==> config.mk <==
export PLATFORM = sky130hd
export DESIGN_NAME = least_used_bank_bump_allocator
export DESIGN_NICKNAME = d
export VERILOG_FILES = /design/src/sv/lub_alloc_pkg.sv /design/src/sv/least_used_bank_bump_allocator.sv
export SDC_FILE = /design/constraint.sdc
export NUM_CORES = 1
export LEC_CHECK = 0
export BUFFER_PORTS_ARGS = -buffer_cell sky130_fd_sc_hd__buf_4
export CAP_MARGIN = 20
export CORE_ASPECT_RATIO = 1.25
export CORE_UTILIZATION = 35
export CTS_CLUSTER_DIAMETER = 40
export DETAILED_ROUTE_END_ITERATION = 8
export PLACE_DENSITY = 0.63
export SETUP_SLACK_MARGIN = 0.4
export SKIP_LAST_GASP = 1
export SLEW_MARGIN = 20
export SYNTH_ARGS = -nofsm -noshare
export SYNTH_HDL_FRONTEND = slang
export SYNTH_SLANG_ARGS = --single-unit
==> constraint.sdc <==
create_clock -name i_clk -period 16.7 [get_ports i_clk]
set_input_delay 1.67 -clock i_clk [delete_from_list [all_inputs] [get_ports i_clk]]
set_output_delay 1.67 -clock i_clk [all_outputs]
set_load 0.05 [all_outputs]
==> src/sv/lub_alloc_pkg.sv <==
// ----------------------------------------------------------------------------
// lub_alloc_pkg
// Sizes, derived widths, masks and codes shared by the least-used-bank bump allocator.
// ----------------------------------------------------------------------------
package lub_alloc_pkg;

    localparam int NUM_BANKS      = 4;
    localparam int BANK_SIZE_LOG2 = 34;
    localparam int ALIGN_LOG2     = 12;

    // Fixed field widths of the request and result beats.
    localparam int CMD_W  = 1;
    localparam int BANK_W = 3;
    localparam int SIZE_W = 35;
    localparam int ADDR_W = 36;

    // Derived widths.
    localparam int FILL_W  = BANK_SIZE_LOG2;
    localparam int SEL_W   = (NUM_BANKS > 1) ? $clog2(NUM_BANKS) : 1;
    localparam int ALGN_W  = FILL_W + 1;
    localparam int SUM_W   = ((ALGN_W > SIZE_W) ? ALGN_W : SIZE_W) + 1;
    localparam int GADDR_W = SEL_W + FILL_W;

    localparam logic [ALGN_W-1:0] ALIGN_MASK = ALGN_W'((64'd1 << ALIGN_LOG2) - 64'd1);
    localparam logic [ADDR_W-1:0] ADDR_ALIGN_MASK =
        ADDR_W'((64'd1 << ALIGN_LOG2) - 64'd1);

    // Command codes.
    localparam logic [CMD_W-1:0] CMD_AUTO  = 1'b0;
    localparam logic [CMD_W-1:0] CMD_NAMED = 1'b1;

    // Status codes.
    localparam logic STATUS_OK   = 1'b0;
    localparam logic STATUS_FAIL = 1'b1;

    typedef logic [FILL_W-1:0] t_fill;

endpackage

==> src/sv/least_used_bank_bump_allocator.sv <==
// ----------------------------------------------------------------------------
// least_used_bank_bump_allocator
// Bump allocator over equal banks; picks a named bank or the least filled one,
// aligns its fill mark and returns the global address of the new block.
// ----------------------------------------------------------------------------
//  channel   | ports                                   | flow
//  ----------+-----------------------------------------+----------------------
//  request   | start, busy, i_cmd, i_bank, i_size_bytes| beat when start & !busy
//  result    | o_valid, o_status, o_address            | one-cycle strobe
//
//  A request beat is registered at the edge that takes it; the next cycle
//  selects the bank, aligns, checks room and updates the fill mark, and the
//  result is registered and shows on o_valid in the cycle after that.
//  busy stays low, so one beat can be taken every cycle; the fill update
//  lands in the same edge that registers the following request.
//  Synchronous active-low reset clears all fill marks and the valid flags.
//  The receiver cannot stall, so nothing is ever held back.
// ----------------------------------------------------------------------------
module least_used_bank_bump_allocator (
    input  logic                              i_clk,
    input  logic                              i_rst_n,
    input  logic                              start,
    output logic                              busy,
    input  logic [lub_alloc_pkg::CMD_W-1:0]   i_cmd,
    input  logic [lub_alloc_pkg::BANK_W-1:0]  i_bank,
    input  logic [lub_alloc_pkg::SIZE_W-1:0]  i_size_bytes,
    output logic                              o_valid,
    output logic                              o_status,
    output logic [lub_alloc_pkg::ADDR_W-1:0]  o_address
);
    import lub_alloc_pkg::*;

    // Request register.
    logic              r_in_valid;
    logic [CMD_W-1:0]  r_cmd;
    logic [BANK_W-1:0] r_bank;
    logic [SIZE_W-1:0] r_size;

    // Fill marks.
    t_fill r_fill [NUM_BANKS];
    t_fill n_fill [NUM_BANKS];

    // Result register.
    logic              r_out_valid;
    logic              r_status;
    logic [ADDR_W-1:0] r_address;
    logic              n_status;
    logic [ADDR_W-1:0] n_address;

    logic [SEL_W-1:0]          w_least;
    logic [SEL_W-1:0]          w_sel;
    logic                      w_bad;
    logic                      w_fits;
    logic                      w_commit;
    logic [ALGN_W-1:0]         w_aligned;
    logic [SUM_W-1:0]          w_sum;
    logic [GADDR_W-1:0]        w_gaddr;
    logic [GADDR_W+ADDR_W-1:0] w_gaddr_ext;

    assign busy = 1'b0;

    always_ff @(posedge i_clk) begin
        if (!i_rst_n) begin
            r_in_valid <= 1'b0;
        end else begin
            r_in_valid <= start && !busy;
        end
        if (start && !busy) begin
            r_cmd  <= i_cmd;
            r_bank <= i_bank;
            r_size <= i_size_bytes;
        end
    end

    // Least filled bank; strict compare keeps the lowest index on a tie.
    always_comb begin
        w_least = '0;
        for (int b = 1; b < NUM_BANKS; b++) begin
            if (r_fill[b] < r_fill[w_least]) begin
                w_least = SEL_W'(b);
            end
        end
    end

    always_comb begin
        w_bad = (r_cmd == CMD_NAMED) && ({1'b0, r_bank} >= (BANK_W+1)'(NUM_BANKS));
        if (r_cmd == CMD_NAMED && !w_bad) begin
            w_sel = r_bank[SEL_W-1:0];
        end else if (r_cmd == CMD_NAMED) begin
            w_sel = '0;
        end else begin
            w_sel = w_least;
        end

        w_aligned   = ({1'b0, r_fill[w_sel]} + ALIGN_MASK) & ~ALIGN_MASK;
        w_sum       = SUM_W'(w_aligned) + SUM_W'(r_size);
        w_fits      = (w_sum[SUM_W-1:FILL_W] == '0);
        w_commit    = r_in_valid && !w_bad && w_fits;
        w_gaddr     = {w_sel, w_aligned[FILL_W-1:0]};
        w_gaddr_ext = {{ADDR_W{1'b0}}, w_gaddr};

        if (!w_bad && w_fits) begin
            n_status  = STATUS_OK;
            n_address = w_gaddr_ext[ADDR_W-1:0];
        end else begin
            n_status  = STATUS_FAIL;
            n_address = '0;
        end

        for (int b = 0; b < NUM_BANKS; b++) begin
            n_fill[b] = r_fill[b];
            if (w_commit && w_sel == SEL_W'(b)) begin
                n_fill[b] = w_sum[FILL_W-1:0];
            end
        end
    end

    always_ff @(posedge i_clk) begin
        if (!i_rst_n) begin
            r_out_valid <= 1'b0;
            for (int b = 0; b < NUM_BANKS; b++) begin
                r_fill[b] <= '0;
            end
        end else begin
            r_out_valid <= r_in_valid;
            for (int b = 0; b < NUM_BANKS; b++) begin
                r_fill[b] <= n_fill[b];
            end
        end
        r_status  <= n_status;
        r_address <= n_address;
    end

    assign o_valid   = r_out_valid;
    assign o_status  = r_status;
    assign o_address = r_address;

    // A failed allocation never reports an address.
    a_fail_zero : assert property (@(posedge i_clk) disable iff (!i_rst_n)
        o_valid && o_status == STATUS_FAIL |-> o_address == '0)
        else $error("failed allocation carries a nonzero address");

    // Every granted address sits on an alignment boundary.
    a_aligned : assert property (@(posedge i_clk) disable iff (!i_rst_n)
        o_valid && o_status == STATUS_OK |-> (o_address & ADDR_ALIGN_MASK) == '0)
        else $error("granted address is not aligned");

    // A request that names a missing bank must fail in the next cycle.
    a_bad_bank : assert property (@(posedge i_clk) disable iff (!i_rst_n)
        r_in_valid && w_bad |=> o_valid && o_status == STATUS_FAIL)
        else $error("request for a missing bank did not fail");

    // Nothing is ever freed, so no fill mark moves backward.
    for (genvar g = 0; g < NUM_BANKS; g++) begin : g_mono
        a_fill_mono : assert property (@(posedge i_clk) disable iff (!i_rst_n)
            $past(i_rst_n) |-> r_fill[g] >= $past(r_fill[g]))
            else $error("fill mark decreased");
    end

endmodule
# After elaboration in Yosys (flattened, before gate mapping)

Memory sizes are Yosys's and may differ from the RTL's.
Index checks and enable logic that the tools add are counted.

Bits in writable memories: 136
Register bits after elaboration: 78
Output and inout bits: 39
Memories: 1
Word-level logic and storage cells: 52
Bits of input ports: 42

Add/sub/neg operators: 2
Order comparisons: 4
Reduce and logical (&&, ||, !) cells: 13
Eq/ne operators: 4
Mux-type cells: 16
Bitwise operators: 4

Memory list:

| memory | depth | width | rd ports | clocked after memory_dff | write ports | line                                 | source |
|---|---|---|---|---|---|---|---|
| r_fill | 4     | 34    | 7        | 0                        | 4           | least_used_bank_bump_allocator.sv:40 | `t_fill r_fill [NUM_BANKS];` |

Operator list:

| kind                     | count |
|---|---|
| $mux W34                 | 8 |
| $lt A34 B34 Y1           | 3 |
| $add A35 B35 Y36         | 1 |
| $add A34 B12 Y35 const B | 1 |
| $logic_and A1 B1 Y1      | 9 |
| $mux W2                  | 4 |
| $eq A2 B2 Y1 const B     | 2 |
| $logic_not A2 Y1         | 2 |
| $mux W1                  | 4 |
| $or A1 B1 Y1             | 4 |
| $ge A3 B3 Y1 const B     | 1 |
| $eq A2 B1 Y1 const B     | 1 |
| $reduce_and A2 Y1        | 1 |
| $logic_not A1 Y1         | 1 |
| $ne A1 B1 Y1 const B     | 1 |

# Logic depth before layout (Yosys ltp)

An unclocked memory read counts as a cell.

Depth after elaboration: 20
Depth in mapped cells: 58
Mapped depth without buffers: 51

# Worst setup path before layout

OpenSTA, ideal clock, no wires.

Kind: reg2reg
Start: mem r_fill[0][3] in the netlist's numbering
End: mem r_fill[1][10] in the netlist's numbering
Data arrival time: 11760 ps
Stages on the path, launching flop included: 56
Required time: 16583 ps
Setup time: 117 ps
Slack: 4824 ps
Buffers on the path: 8
Period minus slack after synthesis: 11876 ps
Cells stage by stage: dfxtp_1 -> inv_1 -> ha_1 -> a211oi_1 -> nor2_1 -> a31oi_1 -> a21oi_1 -> o21a_1 -> nor2_1 -> clkbuf_1 -> clkbuf_1 -> a21oi_1 -> ha_1 -> nand4_2 -> nor4_4 -> nand2_2 -> nor4_4 -> nand2_1 -> (+20 left out) -> inv_1 -> ha_1 -> nor3_1 -> nor2_1 -> inv_1 -> o31ai_1 -> o211ai_1 -> a31oi_1 -> a21oi_1 -> nor2b_1 -> o21ai_0 -> nand2b_1 -> a2bb2oi_1 -> or3b_2 -> clkbuf_1 -> clkbuf_1 -> mux2i_1 -> nor2b_1

RTL lines:

| item            | line |
|---|---|
| start, declared | least_used_bank_bump_allocator.sv:40 |

==> impl_metrics.ini <==
[global_route]
use_met2_pct = 33.9
use_met1_pct = 23.2
antenna_found_initial = 0
grt_pass1_vias = 10100
grt_first_pass_wirelength_mm = 54.8
gr-total-overflow = 0
track_usage_pct = 19.4
grtUsageMet3_pct = 3.43
grt_max_degree = 98
gr-max-usage-layer = met2

[clock_tree]
clock-sinks = 202
path_clk_slew_ns = 0.06
hold_buffers = 0
postCtsSetupRepairBufs = 0
clockBufferDepth = 3
cts_tree = built
clk_latency_ns = 0.53
htreeDepth = 2
cts_buffers = 34
cts_root_buf = clkbuf_16
ctsResizeCount = 0

[detailed_routing]
vias_per_cell = 5.24
drt_iter0_markers = 635
vias = 10300
drc = 0
wl_mm = 34.4
drt-pass1-iter-count = 5
ant_nets = 0
wl_per_cell_um = 17.6

[cells_and_area]
nFillCells = 3471
diodes = 0
final_nets = 1629
post_route_cells_drive_above_1_share_pct = 13.9
synthToLayoutAreaGrowth_pct = 17.0

[timing]
worst_pin_slew_ns = 1.11
fin_crit_sh_pct = 91.7
maxSlewViolCount = 0
finalSetupViolations = 0
fmax_ghz = 0.0653
tns_ns = 0
clock_skew_ns = 0.0211
rsz0062_at_grt = no
min_period_ns = 15.31
timing.final.hold_violations = 0
slew_headroom_pct = 26.0

[worst_setup_path]
cp.arrival_ns = 15.74
cp_common_cell = nand2_1
critical-path-top-delay-family = simple AND/OR/NAND/NOR gates
worstPathRequired_ns = 17.13
cp-start-kind = flop
critPathKind = reg -> reg
endpoint_kind = flop
cp_slowest_cell = nor2_4
slowest_delay_ns = 0.87
crit_fanout = 44
cp.buffers_inverters = 4

[floorplanning]
die_area_um2 = 36200
die_x_um = 170
rows = 76
io_pins = 81
initial_utilization_pct = 35.7
die_h_um = 212
core_area_um2 = 34700

[run]
drv_cap = 0

[logic_synthesis]
synth_cell_type_count = 77
yosys_warnings = 0
yosysMostFrequentCell = nand2_1
ys_async_sr_fraction_pct = 0
yosysSeqAreaShare_pct = 35.8
yosys.area.top_type = dfxtp_1
synthTopCellsByArea = dfxtp_1 (26%), ha_1 (12%), edfxtp_1 (9.4%)
postSynthRegisterBits = 202
ys_top_cells_by_count = nand2_1 (175), dfxtp_1 (163), ha_1 (122), inv_1 (98), nor2_1 (95)
syn_inst = 1405
post_synth.cell_area_avg_um2 = 8.82
synth-edff-count = 39
synth_ff_type = dfxtp_1
netlist_area_um2 = 12400
synth_top_area_share_pct = 26.3

[place]
dp_hpwl_mm = 24.6
gp_congestion = 0.898
numPortBuffers = 67

[worst_hold_path]
hp-class = reg -> reg

[status]
status = completed
-- state kept, by name, indices dropped and copies added (netlist names) --
| register | cells |
|---|---|
| o_status | 1 |
| r_fill | 136 |
| r_bank | 3 |
| r_size | 35 |
| o_valid | 1 |
| r_in_valid | 1 |
| r_cmd | 1 |
| o_address | 24 |
-- area by class of cell --
cell class              instances  area, um2  area share (%)
multi-input cells            1042       7320            50.5
clock inverters                21        200            1.38
inverters                      99        372            2.56
repair buffers                 85        636            4.38
clock buffers                  40        946            6.53
well taps                     468        586            4.04
flip-flops and latches        202       4430            30.6
-- placed cells by master, fill, tap and decap left out, types with 40 or more instances in the layout --
cell type	instances
a21boi_0	66
a21oi_1	80
buf_4	84
dfxtp_1	163
ha_1	122
inv_1	98
mux2i_1	64
nand2_1	175
nor2_1	94
nor2b_1	66
o21ai_0	40
-- logic make-up (layout without fill, tap and decap cells) --
logic type                 after synthesis  in the layout  synth area share [%]
muxes                                   97             97                  8.17
adders and majority gates              123            123                  12.5
and+or+nand+nor                        467            467                  18.8
xor gates and xnor gates                34             34                  2.40
other                                    1             13                0.0303
DFF                                    202            202                  35.8
AOI/OAI and AO/OA                      308            308                  16.6
buffers and inverters                  173            245                  5.77
-- worst paths after layout --
path,startpoint,to,slack (ns),cells after the start
min,r_fill[0][33],r_fill[0][33],0.49,2
max reg2reg,r_fill[0][19],r_fill[3][2],1.39,48
min reg2reg,r_fill[0][33],r_fill[0][33],0.49,2
max,r_fill[0][19],r_fill[3][2],1.39,48
-- per-layer routing --
| layer | routed length, um | vias up |
|---|---|---|
| li1 | - | 5067 |
| met4 | 1270 | 0 |
| met5 | 0 | - |
| met3 | 1700 | 74 |
| met2 | 16500 | 281 |
| met1 | 14900 | 4840 |
-- metrics by stage --
step | util (%) | hold WS (ns) | std cells | area (um2) | setup slack [ns]
2_1_floorplan | - | 0.444 | 1417 | 12400 | 4.82
3_3_place_gp | 38.4 | 0.461 | 1895 | 13300 | 1.93
3_5_place_dp | 38.4 | 0.477 | 1895 | 13300 | 1.59
4_1_cts | 41.8 | 0.488 | 1956 | 14500 | 1.50
5_1_grt | 41.8 | 0.512 | 1957 | 14500 | 0.548
6_report | 41.8 | 0.486 | 1957 | 14500 | 1.39
-- tightest hold or removal path, stage by stage (launching register included) --
cell and delay [ns]:
dfxtp_1 0.31, nand3_1 0.06, o21ai_0 0.06
Power is left out: the tool's default activity adds up to more than one toggle a clock period on the data nets, which glitch-free logic cannot reach.
